### config.mk
export PLATFORM = sky130hd
export DESIGN_NAME = pad_link_poll_manager_top
export DESIGN_NICKNAME = d
export VERILOG_FILES = /design/src/rtl/plp_pkg.sv /design/src/rtl/pad_link_poll_manager_top.sv /design/src/rtl/plp_ctrl.sv /design/src/rtl/plp_datapath.sv
export VERILOG_INCLUDE_DIRS = /design/src /design/src/rtl
export SDC_FILE = /design/constraint.sdc
export NUM_CORES = 1
export LEC_CHECK = 0
export BUFFER_PORTS_ARGS = -buffer_cell sky130_fd_sc_hd__buf_4
export CAP_MARGIN = 10
export CORE_ASPECT_RATIO = 1.4
export CORE_MARGIN = 3
export CORE_UTILIZATION = 46
export DETAILED_ROUTE_END_ITERATION = 16
export PLACE_DENSITY = 0.66
export SETUP_SLACK_MARGIN = 0.4
export SLEW_MARGIN = 20
export SYNTH_ARGS = -nofsm -noshare
export SYNTH_HDL_FRONTEND = slang
export SYNTH_HIERARCHICAL = 1
export SYNTH_SLANG_ARGS = --single-unit
### constraint.sdc
create_clock -name i_clk -period 11.7 [get_ports i_clk]
set_clock_uncertainty 0.2 [all_clocks]
set_input_delay 1.17 -clock i_clk [delete_from_list [all_inputs] [get_ports i_clk]]
set_output_delay 1.17 -clock i_clk [all_outputs]
set_load 0.02 [all_outputs]
### src/rtl/pad_link_poll_manager_top_assert.svh
// assertion macros used by the pad link manager datapath
`ifndef PAD_LINK_POLL_MANAGER_TOP_ASSERT_SVH
`define PAD_LINK_POLL_MANAGER_TOP_ASSERT_SVH

// condition holds in the same cycle
`define PLP_ASSERT_NOW(label, clk, rst_n, ante, cons) \
    label: assert property (@(posedge clk) disable iff (!rst_n) (ante) |-> (cons)) \
        else $error("pad link manager check failed");

// condition holds in the following cycle
`define PLP_ASSERT_NEXT(label, clk, rst_n, ante, cons) \
    label: assert property (@(posedge clk) disable iff (!rst_n) (ante) |=> (cons)) \
        else $error("pad link manager check failed");

`endif

### src/rtl/plp_pkg.sv
// types, codes and defaults of the pad link poll manager
package plp_pkg;

    localparam int CHANNELS_DEF = 4;
    localparam int MAX_RES      = 4;
    localparam int IDX_W        = 3;   // enough for the largest channel count

    localparam logic [15:0] PROBE_INTERVAL_RST = 16'd12000;
    localparam logic [15:0] POLL_INTERVAL_RST  = 16'd1000;
    localparam logic [15:0] RESP_TIMEOUT_RST   = 16'd1000;
    localparam logic [1:0]  DISCONNECT_RST     = 2'd2;

    // register indexes
    localparam logic [1:0] REG_PROBE_INTERVAL = 2'd0;
    localparam logic [1:0] REG_POLL_INTERVAL  = 2'd1;
    localparam logic [1:0] REG_RESP_TIMEOUT   = 2'd2;
    localparam logic [1:0] REG_DISCONNECT     = 2'd3;

    // input operations
    localparam logic [1:0] OP_TICK    = 2'd0;
    localparam logic [1:0] OP_REPLY   = 2'd1;
    localparam logic [1:0] OP_REQUEST = 2'd2;

    // events
    localparam logic [1:0] EV_SENT       = 2'd0;
    localparam logic [1:0] EV_REPLY      = 2'd1;
    localparam logic [1:0] EV_TIMEOUT    = 2'd2;
    localparam logic [1:0] EV_DISCONNECT = 2'd3;

    // command kinds
    localparam logic [2:0] CMD_PROBE        = 3'd0;
    localparam logic [2:0] CMD_ORIGIN       = 3'd1;
    localparam logic [2:0] CMD_ORIGIN_RECAL = 3'd2;
    localparam logic [2:0] CMD_POLL         = 3'd3;
    localparam logic [2:0] CMD_POLL_RUMBLE  = 3'd4;

    // link modes
    localparam logic [1:0] LINK_NONE   = 2'd0;
    localparam logic [1:0] LINK_ORIGIN = 2'd1;
    localparam logic [1:0] LINK_POLL   = 2'd2;

    typedef struct packed {
        logic [1:0]  op;
        logic [1:0]  channel;
        logic        stop_comm;
        logic [63:0] response_data;
        logic        recal_request;
        logic        rumble_request;
    } t_in;

    typedef struct packed {
        logic [1:0]  out_channel;
        logic [1:0]  event_res;
        logic [2:0]  command;
        logic        connected;
        logic [1:0]  link_state;
        logic [63:0] pad_values;
        logic        last;
    } t_out;

    typedef enum logic [1:0] {
        ST_IDLE,
        ST_EXEC,
        ST_FLUSH
    } t_state;

    // controller to datapath
    typedef struct packed {
        logic             load;
        logic             exec;
        logic             flush;
        logic [IDX_W-1:0] idx;
    } t_cmd;

    // datapath to controller
    typedef struct packed {
        logic is_tick;
        logic stall;
        logic flush_done;
    } t_stat;

endpackage

### src/rtl/pad_link_poll_manager_top.sv
// Pad link poll manager: a tick walks every channel record, one channel per cycle while the
// output side does not stall, and a reply or request visits only its own channel record.
// A result passes through the hold register into the output register; the walk stops only
// while the output side stalls.
// Synchronous active-low reset clears every channel record and the result stages
// and loads the configuration defaults.
module pad_link_poll_manager_top #(
    parameter int CHANNELS = plp_pkg::CHANNELS_DEF
) (
    input  logic          i_clk,
    input  logic          i_rst_n,
    input  logic          i_in_valid,
    output logic          o_in_ready,
    input  plp_pkg::t_in  i_in_data,
    output logic          o_out_valid,
    input  logic          i_out_ready,
    output plp_pkg::t_out o_out_data,
    input  logic          i_cfg_we,
    input  logic [1:0]    i_cfg_addr,
    input  logic [15:0]   i_cfg_wdata
);

    plp_pkg::t_cmd  cmd;
    plp_pkg::t_stat stat;

    plp_ctrl #(
        .CHANNELS (CHANNELS)
    ) u_ctrl (
        .i_clk      (i_clk),
        .i_rst_n    (i_rst_n),
        .i_in_valid (i_in_valid),
        .o_in_ready (o_in_ready),
        .i_stat     (stat),
        .o_cmd      (cmd)
    );

    plp_datapath #(
        .CHANNELS (CHANNELS)
    ) u_datapath (
        .i_clk       (i_clk),
        .i_rst_n     (i_rst_n),
        .i_in_data   (i_in_data),
        .i_cmd       (cmd),
        .o_stat      (stat),
        .i_cfg_we    (i_cfg_we),
        .i_cfg_addr  (i_cfg_addr),
        .i_cfg_wdata (i_cfg_wdata),
        .o_out_valid (o_out_valid),
        .i_out_ready (i_out_ready),
        .o_out_data  (o_out_data)
    );

endmodule

### src/rtl/plp_ctrl.sv
// sequencer: accepts an item, walks the channels, then flushes the held result
module plp_ctrl #(
    parameter int CHANNELS = plp_pkg::CHANNELS_DEF
) (
    input  logic          i_clk,
    input  logic          i_rst_n,
    input  logic          i_in_valid,
    output logic          o_in_ready,
    input  plp_pkg::t_stat i_stat,
    output plp_pkg::t_cmd  o_cmd
);

    plp_pkg::t_state r_state, n_state;
    logic [plp_pkg::IDX_W-1:0] r_idx, n_idx;
    logic last_idx;

    assign last_idx = !i_stat.is_tick ||
                      (r_idx == plp_pkg::IDX_W'(CHANNELS - 1));

    always_comb begin
        n_state = r_state;
        n_idx   = r_idx;
        case (r_state)
            plp_pkg::ST_IDLE: begin
                if (i_in_valid) begin
                    n_state = plp_pkg::ST_EXEC;
                    n_idx   = '0;
                end
            end
            plp_pkg::ST_EXEC: begin
                if (!i_stat.stall) begin
                    if (last_idx) begin
                        n_state = plp_pkg::ST_FLUSH;
                    end else begin
                        n_idx = r_idx + 1'b1;
                    end
                end
            end
            plp_pkg::ST_FLUSH: begin
                if (i_stat.flush_done) begin
                    n_state = plp_pkg::ST_IDLE;
                end
            end
            default: begin
                n_state = plp_pkg::ST_IDLE;
            end
        endcase
    end

    always_comb begin
        o_in_ready  = 1'b0;
        o_cmd       = '0;
        o_cmd.idx   = r_idx;
        case (r_state)
            plp_pkg::ST_IDLE: begin
                o_in_ready = 1'b1;
                o_cmd.load = i_in_valid;
            end
            plp_pkg::ST_EXEC: begin
                o_cmd.exec = 1'b1;
            end
            plp_pkg::ST_FLUSH: begin
                o_cmd.flush = 1'b1;
            end
            default: begin
                o_in_ready = 1'b0;
            end
        endcase
    end

    always_ff @(posedge i_clk) begin
        if (!i_rst_n) begin
            r_state <= plp_pkg::ST_IDLE;
            r_idx   <= '0;
        end else begin
            r_state <= n_state;
            r_idx   <= n_idx;
        end
    end

endmodule

### src/rtl/plp_datapath.sv
// channel records, config registers, event logic and the result hold and output stages
`include "pad_link_poll_manager_top_assert.svh"

module plp_datapath #(
    parameter int CHANNELS = plp_pkg::CHANNELS_DEF
) (
    input  logic            i_clk,
    input  logic            i_rst_n,
    input  plp_pkg::t_in    i_in_data,
    input  plp_pkg::t_cmd   i_cmd,
    output plp_pkg::t_stat  o_stat,
    input  logic            i_cfg_we,
    input  logic [1:0]      i_cfg_addr,
    input  logic [15:0]     i_cfg_wdata,
    output logic            o_out_valid,
    input  logic            i_out_ready,
    output plp_pkg::t_out   o_out_data
);

    localparam int CW = (CHANNELS > 1) ? $clog2(CHANNELS) : 1;

    // configuration
    logic [15:0] r_probe_iv, r_poll_iv, r_timeout;
    logic [1:0]  r_disc;

    // channel records
    logic [1:0]  r_mode   [CHANNELS];
    logic        r_wait   [CHANNELS];
    logic [15:0] r_elap   [CHANNELS];
    logic [1:0]  r_trun   [CHANNELS];
    logic [2:0]  r_kind   [CHANNELS];
    logic        r_linked [CHANNELS];
    logic        r_recal  [CHANNELS];
    logic        r_rumble [CHANNELS];
    logic [63:0] r_pad    [CHANNELS];

    plp_pkg::t_in  r_item;
    plp_pkg::t_out r_held, r_out, res, held_last;
    logic          r_held_v, r_out_v;
    logic [2:0]    r_cnt;

    logic [CW-1:0] sel;
    logic          is_tick, ch_ok, out_free, report, stall, step;
    logic          evt;
    logic [1:0]    ev;

    // current channel, read
    logic [1:0]  c_mode, c_trun;
    logic        c_wait, c_linked, c_recal, c_rumble;
    logic [15:0] c_elap, el1;
    logic [2:0]  c_kind;
    logic [63:0] c_pad;

    // current channel, next
    logic [1:0]  n_mode, n_trun;
    logic        n_wait, n_linked, n_recal, n_rumble;
    logic [15:0] n_elap;
    logic [2:0]  n_kind;
    logic [63:0] n_pad;
    logic        upd;

    assign is_tick = (r_item.op == plp_pkg::OP_TICK);
    assign sel     = is_tick ? i_cmd.idx[CW-1:0] : CW'(r_item.channel);
    assign ch_ok   = is_tick || (int'(r_item.channel) < CHANNELS);

    assign c_mode   = r_mode[sel];
    assign c_wait   = r_wait[sel];
    assign c_elap   = r_elap[sel];
    assign c_trun   = r_trun[sel];
    assign c_kind   = r_kind[sel];
    assign c_linked = r_linked[sel];
    assign c_recal  = r_recal[sel];
    assign c_rumble = r_rumble[sel];
    assign c_pad    = r_pad[sel];

    assign el1 = (c_elap == 16'hFFFF) ? c_elap : c_elap + 16'd1;

    always_comb begin
        n_mode   = c_mode;
        n_wait   = c_wait;
        n_elap   = c_elap;
        n_trun   = c_trun;
        n_kind   = c_kind;
        n_linked = c_linked;
        n_recal  = c_recal;
        n_rumble = c_rumble;
        n_pad    = c_pad;
        upd      = 1'b0;
        evt      = 1'b0;
        ev       = plp_pkg::EV_SENT;
        if (ch_ok) begin
            case (r_item.op)
                plp_pkg::OP_TICK: begin
                    upd    = 1'b1;
                    n_elap = el1;
                    if (!c_wait) begin
                        if (!r_item.stop_comm) begin
                            case (c_mode)
                                plp_pkg::LINK_NONE: begin
                                    if (el1 > r_probe_iv) begin
                                        evt    = 1'b1;
                                        n_kind = plp_pkg::CMD_PROBE;
                                    end
                                end
                                plp_pkg::LINK_ORIGIN: begin
                                    if (el1 > r_probe_iv) begin
                                        evt    = 1'b1;
                                        n_kind = plp_pkg::CMD_ORIGIN;
                                    end
                                end
                                plp_pkg::LINK_POLL: begin
                                    if (el1 > r_poll_iv) begin
                                        evt = 1'b1;
                                        if (c_recal) begin
                                            n_kind  = plp_pkg::CMD_ORIGIN_RECAL;
                                            n_recal = 1'b0;
                                        end else if (c_rumble) begin
                                            n_kind = plp_pkg::CMD_POLL_RUMBLE;
                                        end else begin
                                            n_kind = plp_pkg::CMD_POLL;
                                        end
                                    end
                                end
                                default: begin
                                    evt = 1'b0;   // unused mode never sends
                                end
                            endcase
                            if (evt) begin
                                n_wait = 1'b1;
                                n_elap = '0;
                                ev     = plp_pkg::EV_SENT;
                            end
                        end
                    end else if (el1 >= r_timeout) begin
                        evt    = 1'b1;
                        n_wait = 1'b0;
                        n_trun = (c_trun == 2'd3) ? c_trun : c_trun + 2'd1;
                        if (c_linked && (n_trun >= r_disc)) begin
                            n_linked = 1'b0;
                            n_mode   = plp_pkg::LINK_NONE;
                            n_pad    = '0;
                            ev       = plp_pkg::EV_DISCONNECT;
                        end else begin
                            ev = plp_pkg::EV_TIMEOUT;
                        end
                    end
                end
                plp_pkg::OP_REPLY: begin
                    if (c_wait && (c_elap < r_timeout)) begin
                        upd = 1'b1;
                        evt = 1'b1;
                        ev  = plp_pkg::EV_REPLY;
                        if (c_kind inside {plp_pkg::CMD_POLL, plp_pkg::CMD_POLL_RUMBLE}) begin
                            n_pad = r_item.response_data;
                        end else if (c_kind inside {plp_pkg::CMD_ORIGIN,
                                                    plp_pkg::CMD_ORIGIN_RECAL}) begin
                            n_mode = plp_pkg::LINK_POLL;
                        end else if (c_kind == plp_pkg::CMD_PROBE) begin
                            n_linked = 1'b1;
                            n_mode   = plp_pkg::LINK_ORIGIN;
                        end
                        n_trun = '0;
                        n_wait = 1'b0;
                    end
                end
                plp_pkg::OP_REQUEST: begin
                    upd      = 1'b1;
                    n_recal  = r_item.recal_request;
                    n_rumble = r_item.rumble_request;
                end
                default: begin
                    upd = 1'b0;
                end
            endcase
        end
    end

    always_comb begin
        res.out_channel = is_tick ? i_cmd.idx[1:0] : r_item.channel;
        res.event_res   = ev;
        res.command     = n_kind;
        res.connected   = n_linked;
        res.link_state  = n_mode;
        res.pad_values  = n_pad;
        res.last        = 1'b0;
    end

    // held result marked as the final one of its transaction
    always_comb begin
        held_last      = r_held;
        held_last.last = 1'b1;
    end

    assign out_free = !r_out_v || i_out_ready;
    assign report   = evt && (r_cnt < 3'(plp_pkg::MAX_RES));
    assign stall    = i_cmd.exec && report && r_held_v && !out_free;
    assign step     = i_cmd.exec && !stall;

    assign o_stat.is_tick    = is_tick;
    assign o_stat.stall      = stall;
    assign o_stat.flush_done = !r_held_v || out_free;

    assign o_out_valid = r_out_v;
    assign o_out_data  = r_out;

    // configuration registers
    always_ff @(posedge i_clk) begin
        if (!i_rst_n) begin
            r_probe_iv <= plp_pkg::PROBE_INTERVAL_RST;
            r_poll_iv  <= plp_pkg::POLL_INTERVAL_RST;
            r_timeout  <= plp_pkg::RESP_TIMEOUT_RST;
            r_disc     <= plp_pkg::DISCONNECT_RST;
        end else if (i_cfg_we) begin
            case (i_cfg_addr)
                plp_pkg::REG_PROBE_INTERVAL: r_probe_iv <= i_cfg_wdata;
                plp_pkg::REG_POLL_INTERVAL:  r_poll_iv  <= i_cfg_wdata;
                plp_pkg::REG_RESP_TIMEOUT:   r_timeout  <= i_cfg_wdata;
                plp_pkg::REG_DISCONNECT:     r_disc     <= i_cfg_wdata[1:0];
                default:                     r_disc     <= r_disc;
            endcase
        end
    end

    // channel records
    always_ff @(posedge i_clk) begin
        if (!i_rst_n) begin
            for (int i = 0; i < CHANNELS; i++) begin
                r_mode[i]   <= plp_pkg::LINK_NONE;
                r_wait[i]   <= 1'b0;
                r_elap[i]   <= '0;
                r_trun[i]   <= '0;
                r_kind[i]   <= plp_pkg::CMD_PROBE;
                r_linked[i] <= 1'b0;
                r_recal[i]  <= 1'b0;
                r_rumble[i] <= 1'b0;
                r_pad[i]    <= '0;
            end
        end else if (step && upd) begin
            r_mode[sel]   <= n_mode;
            r_wait[sel]   <= n_wait;
            r_elap[sel]   <= n_elap;
            r_trun[sel]   <= n_trun;
            r_kind[sel]   <= n_kind;
            r_linked[sel] <= n_linked;
            r_recal[sel]  <= n_recal;
            r_rumble[sel] <= n_rumble;
            r_pad[sel]    <= n_pad;
        end
    end

    // item latch, payload only
    always_ff @(posedge i_clk) begin
        if (i_cmd.load) begin
            r_item <= i_in_data;
        end
    end

    // one result is held back until it is known whether another follows
    always_ff @(posedge i_clk) begin
        if (!i_rst_n) begin
            r_held_v <= 1'b0;
            r_out_v  <= 1'b0;
            r_cnt    <= '0;
        end else begin
            if (r_out_v && i_out_ready) begin
                r_out_v <= 1'b0;
            end
            if (i_cmd.load) begin
                r_cnt <= '0;
            end
            if (step && report) begin
                r_held_v <= 1'b1;
                r_cnt    <= r_cnt + 3'd1;
                if (r_held_v) begin
                    r_out_v <= 1'b1;
                end
            end
            if (i_cmd.flush && r_held_v && out_free) begin
                r_held_v <= 1'b0;
                r_out_v  <= 1'b1;
            end
        end
    end

    always_ff @(posedge i_clk) begin
        if (step && report) begin
            r_held <= res;
            if (r_held_v) begin
                r_out <= r_held;
            end
        end
        if (i_cmd.flush && r_held_v && out_free) begin
            r_out <= held_last;
        end
    end

    `PLP_ASSERT_NOW(a_cnt_bound, i_clk, i_rst_n, 1'b1, r_cnt <= 3'(plp_pkg::MAX_RES))
    `PLP_ASSERT_NOW(a_stall_full, i_clk, i_rst_n, stall, r_held_v && r_out_v && i_cmd.exec)
    `PLP_ASSERT_NEXT(a_flush_empties, i_clk, i_rst_n, i_cmd.flush && out_free, !r_held_v)
    `PLP_ASSERT_NEXT(a_push_fills, i_clk, i_rst_n, step && report, r_held_v)

endmodule

==> results.toml <==
[run_status]
status = "complete, no violations"

[route]
drt-pass1-iter-count = 7
drtAntennaViolNets = 0
totalWireLength_mm = 67.2
route.vias.total = 17600
wl_per_cell_um = 21.3
vias_per_cell = 5.57
dr.first_iter.drc_count = 1491
drc = 0

[die]
die_area_um2 = 64600
die_h_um = 300
start_util_pct = 46.5
die_width_um = 216
rows = 107
io_pins = 171
coreArea_um2 = 60900

[clock_tree]
cts_tree = "built"
cts_setup_buffers = 0
cts_buffer_depth = 3
root_buffer = "clkbuf_16"
cts_resized = 0
htreeDepth = 2
clkSinkCount = 644
numCtsBuffers = 59
clk_latency_ns = 0.63
cts_hold_buffers = 0
cts.reportedPaths.clkPinSlew_ns = 0.07

[setup_path]
cpPeakStageDelay_ns = 0.69
crit_slowest_cell = "inv_4"
crit_fanout = 57
cp.required_ns = 11.78
arrival_ns = 9.04
worst-setup-path-type = "reg -> reg"
worstPathCellList = "or3b_1 > and2_1 > inv_4 > buf_4 > mux4_2 > nand2_1 > nand4b_2 > o21ai_1 > nor3_1 > xor2_1 > ha_1 > and4_1 > and3_1 > a221o_1 > nor3_1 > nor4_2 > o31ai_4 > nand2_4 > nand2_4 > buf_12"
crit_path_end_kind = "register"
crit_family = "simple AND/OR/NAND/NOR gates"
path_buf_inv = 3
startpoint_type = "register"

[layout]
syn_to_final_growth_pct = 14.4
layout-drive-gt1-share_pct = 18.3
fill_cells = 5042
multi_input_comb_area_um2 = 8800
final_nets = 2448
fin_area_um2 = 32400
regArea_um2 = 18600
diodes = 0

[grt]
grt_pass1_wl_mm = 104
antenna_found_initial = 0
grt-ovfl-total = 0
grt.total_usage_pct = 20.6
grt_max_degree = 80
grt_pass1_vias = 18200

[yosys]
syn_inst = 2146
synth_cell_types = 87
synth-seq-cells = 644
synth_area_um2 = 28300
yosys_warnings = 6
synth_area_leaders = "edfxtp_1, mux4_2, dfxtp_1"
synth_nets = 2309
synth_edf_count = 571
async_flop_share_pct = 0
synth_top_area_share_pct = 60.6
synth_top_area_cell = "edfxtp_1"
ys.flop_type = "edfxtp_1"
yosysSeqAreaShare_pct = 65.7
avgSynthCellArea_um2 = 13.2

[power_and_ir_drop]
combPwrFrac_pct = 9.7
clock_power_share_pct = 38.6
power.switching_mw = 1.19
power.density_nw_per_um2 = 156
intPower_mw = 3.87
switching_share_pct = 23.5
power_frac_seq_pct = 51.7
total_leakage_power_nw = 12.4
vdd_drop_max_v = 0.000117

[timing]
rsz0062_at_grt = "false"
fmax_ghz = 0.112
setup_tns_ns = 0
period_minus_slack_ns = 8.96
max_slew_margin_pct = 30.9
slew_violations = 0
setup_viol = 0
tightest_slew_ns = 1.04
fin_crit_sh_pct = 76.6
hold_viol = 0

[placement]
place_area_um2 = 30400
dpl.hpwl_mm = 42.3
port_buffers = 170
place_congestion = 0.861

[hold_path]
min_path_type = "reg -> reg"

[run]
drv_cap = 0
-- path summary, 6_finish.rpt --
kind	start	endpoint	slack [ns]	depth (start not counted)
setup / recovery	u_datapath/r_item[69]	u_datapath/r_pad[1][19]	2.74	20
hold / removal	u_datapath/r_wait[0]	u_datapath/r_wait[0]	0.27	2
setup reg to reg	u_datapath/r_item[69]	u_datapath/r_pad[1][19]	2.74	20
hold reg to reg	u_datapath/r_wait[0]	u_datapath/r_wait[0]	0.27	2
-- power by group through the flow --
| stage | Combinational (mW) | Clock, mW | Sequential (mW) |
|---|---|---|---|
| floorplan | 0.334 | 0 | 2.66 |
| global placement | 0.487 | 0 | 2.67 |
| detailed placement | 0.491 | 0 | 2.67 |
| CTS | 0.494 | 2.00 | 2.62 |
| global route | 0.539 | 2.08 | 2.63 |
| finish | 0.491 | 1.95 | 2.62 |
-- per-layer routing --
metal	share of wire, %	routed length (µm)	GRT usage (%)
met5	0	0	0
met4	2.7	1800	6.22
met3	5.1	3430	2.72
met2	51	34300	36.4
met1	41	27700	26.7
-- Yosys cell counts (6+ instances only) --
cell,number
nor3_1,15
ha_1,69
nor2b_1,18
nand4_1,12
nand2b_1,10
a21o_1,14
nor2_1,370
o21ai_0,26
clkbuf_1,67
a31oi_1,11
mux4_2,90
edfxtp_1,571
o21ai_1,12
a21boi_0,34
dfxtp_1,73
and3_1,75
o21a_1,6
mux2i_1,11
buf_4,10
a21oi_1,94
buf_2,26
or2_2,6
nand3_1,32
o211ai_1,27
and2_1,81
inv_1,127
buf_1,9
nand2_1,138
nor4_1,9
xnor2_1,9
-- logic make-up (layout without fill, tap and decap cells) --
group	count (synthesis)	in the layout	share of synthesized area, %
AO/OA/AOI/OAI	273	273	6.29
buffers and inverters	245	432	3.57
adder cells (fa/ha/maj)	69	69	3.05
XOR/XNOR	13	13	0.402
multiplexers	103	103	7.63
flip-flops	644	644	65.7
AND/OR/NAND/NOR	799	799	13.3
-- cell usage in the layout (no fill, tap or decap), types with 6 or more instances in the layout --
master / Yosys / routed
a21oi_1: 94 / 93
nor2b_1: 18 / 18
o211ai_1: 27 / 27
nand2b_1: 10 / 10
clkbuf_1: 67 / 7
o21ai_1: 12 / 12
or2_2: 6 / 6
mux2i_1: 11 / 11
nor2_1: 370 / 368
nand2_4: 0 / 7
clkinv_1: 0 / 9
and2_1: 81 / 81
mux4_2: 90 / 90
nand4_1: 12 / 12
dfxtp_1: 73 / 73
bufinv_16: 0 / 7
inv_1: 127 / 127
clkbuf_16: 0 / 60
o21a_1: 6 / 6
nand2_1: 138 / 131
a21boi_0: 34 / 34
nor3_1: 15 / 14
ha_1: 69 / 69
nand3_1: 32 / 32
nor4_1: 9 / 9
buf_4: 10 / 189
clkinv_2: 0 / 16
and3_1: 75 / 75
a31oi_1: 11 / 11
xnor2_1: 9 / 9
edfxtp_1: 571 / 571
a21o_1: 14 / 14
o21ai_0: 26 / 26
-- through the flow --
step	std cells	setup WS, ns	hold WS (ns)	util [%]	power, mW
floorplan	2146	1.91	0.239	-	3.00
finish	3150	2.74	0.268	53.2	5.06
CTS	3150	2.64	0.269	53.2	5.12
global route	3150	2.23	0.289	53.2	5.25
detailed placement	3041	2.69	0.259	49.9	3.16
global placement	3041	2.80	0.249	49.9	3.15
-- worst min-delay path, cell delays in order, from the launching register on --
cell and delay (ns):
dfxtp_1 0.31, nand3_1 0.06, o21ai_1 0.05
-- registers in the layout, indices dropped and copies added, names as in the netlist, 8 cells and up --
signal and flops:
u_datapath/held_last 74, u_datapath/o_out_data 75, u_datapath/r_elap 64, u_datapath/r_item 71
u_datapath/r_kind 12, u_datapath/r_mode 8, u_datapath/r_pad 256, u_datapath/r_poll_iv 16
u_datapath/r_probe_iv 16, u_datapath/r_timeout 16, u_datapath/r_trun 8
-- layout make-up --
type / instances / area share [%]
clock inverter: 42 / 1.34
timing repair buffer: 193 / 4.63
sequential: 644 / 57.4
clock buffer: 67 / 4.72
inverter: 130 / 1.52
multi-input combinational: 1257 / 27.2
tap: 817 / 3.16
Power figures use the tool's default switching activity.
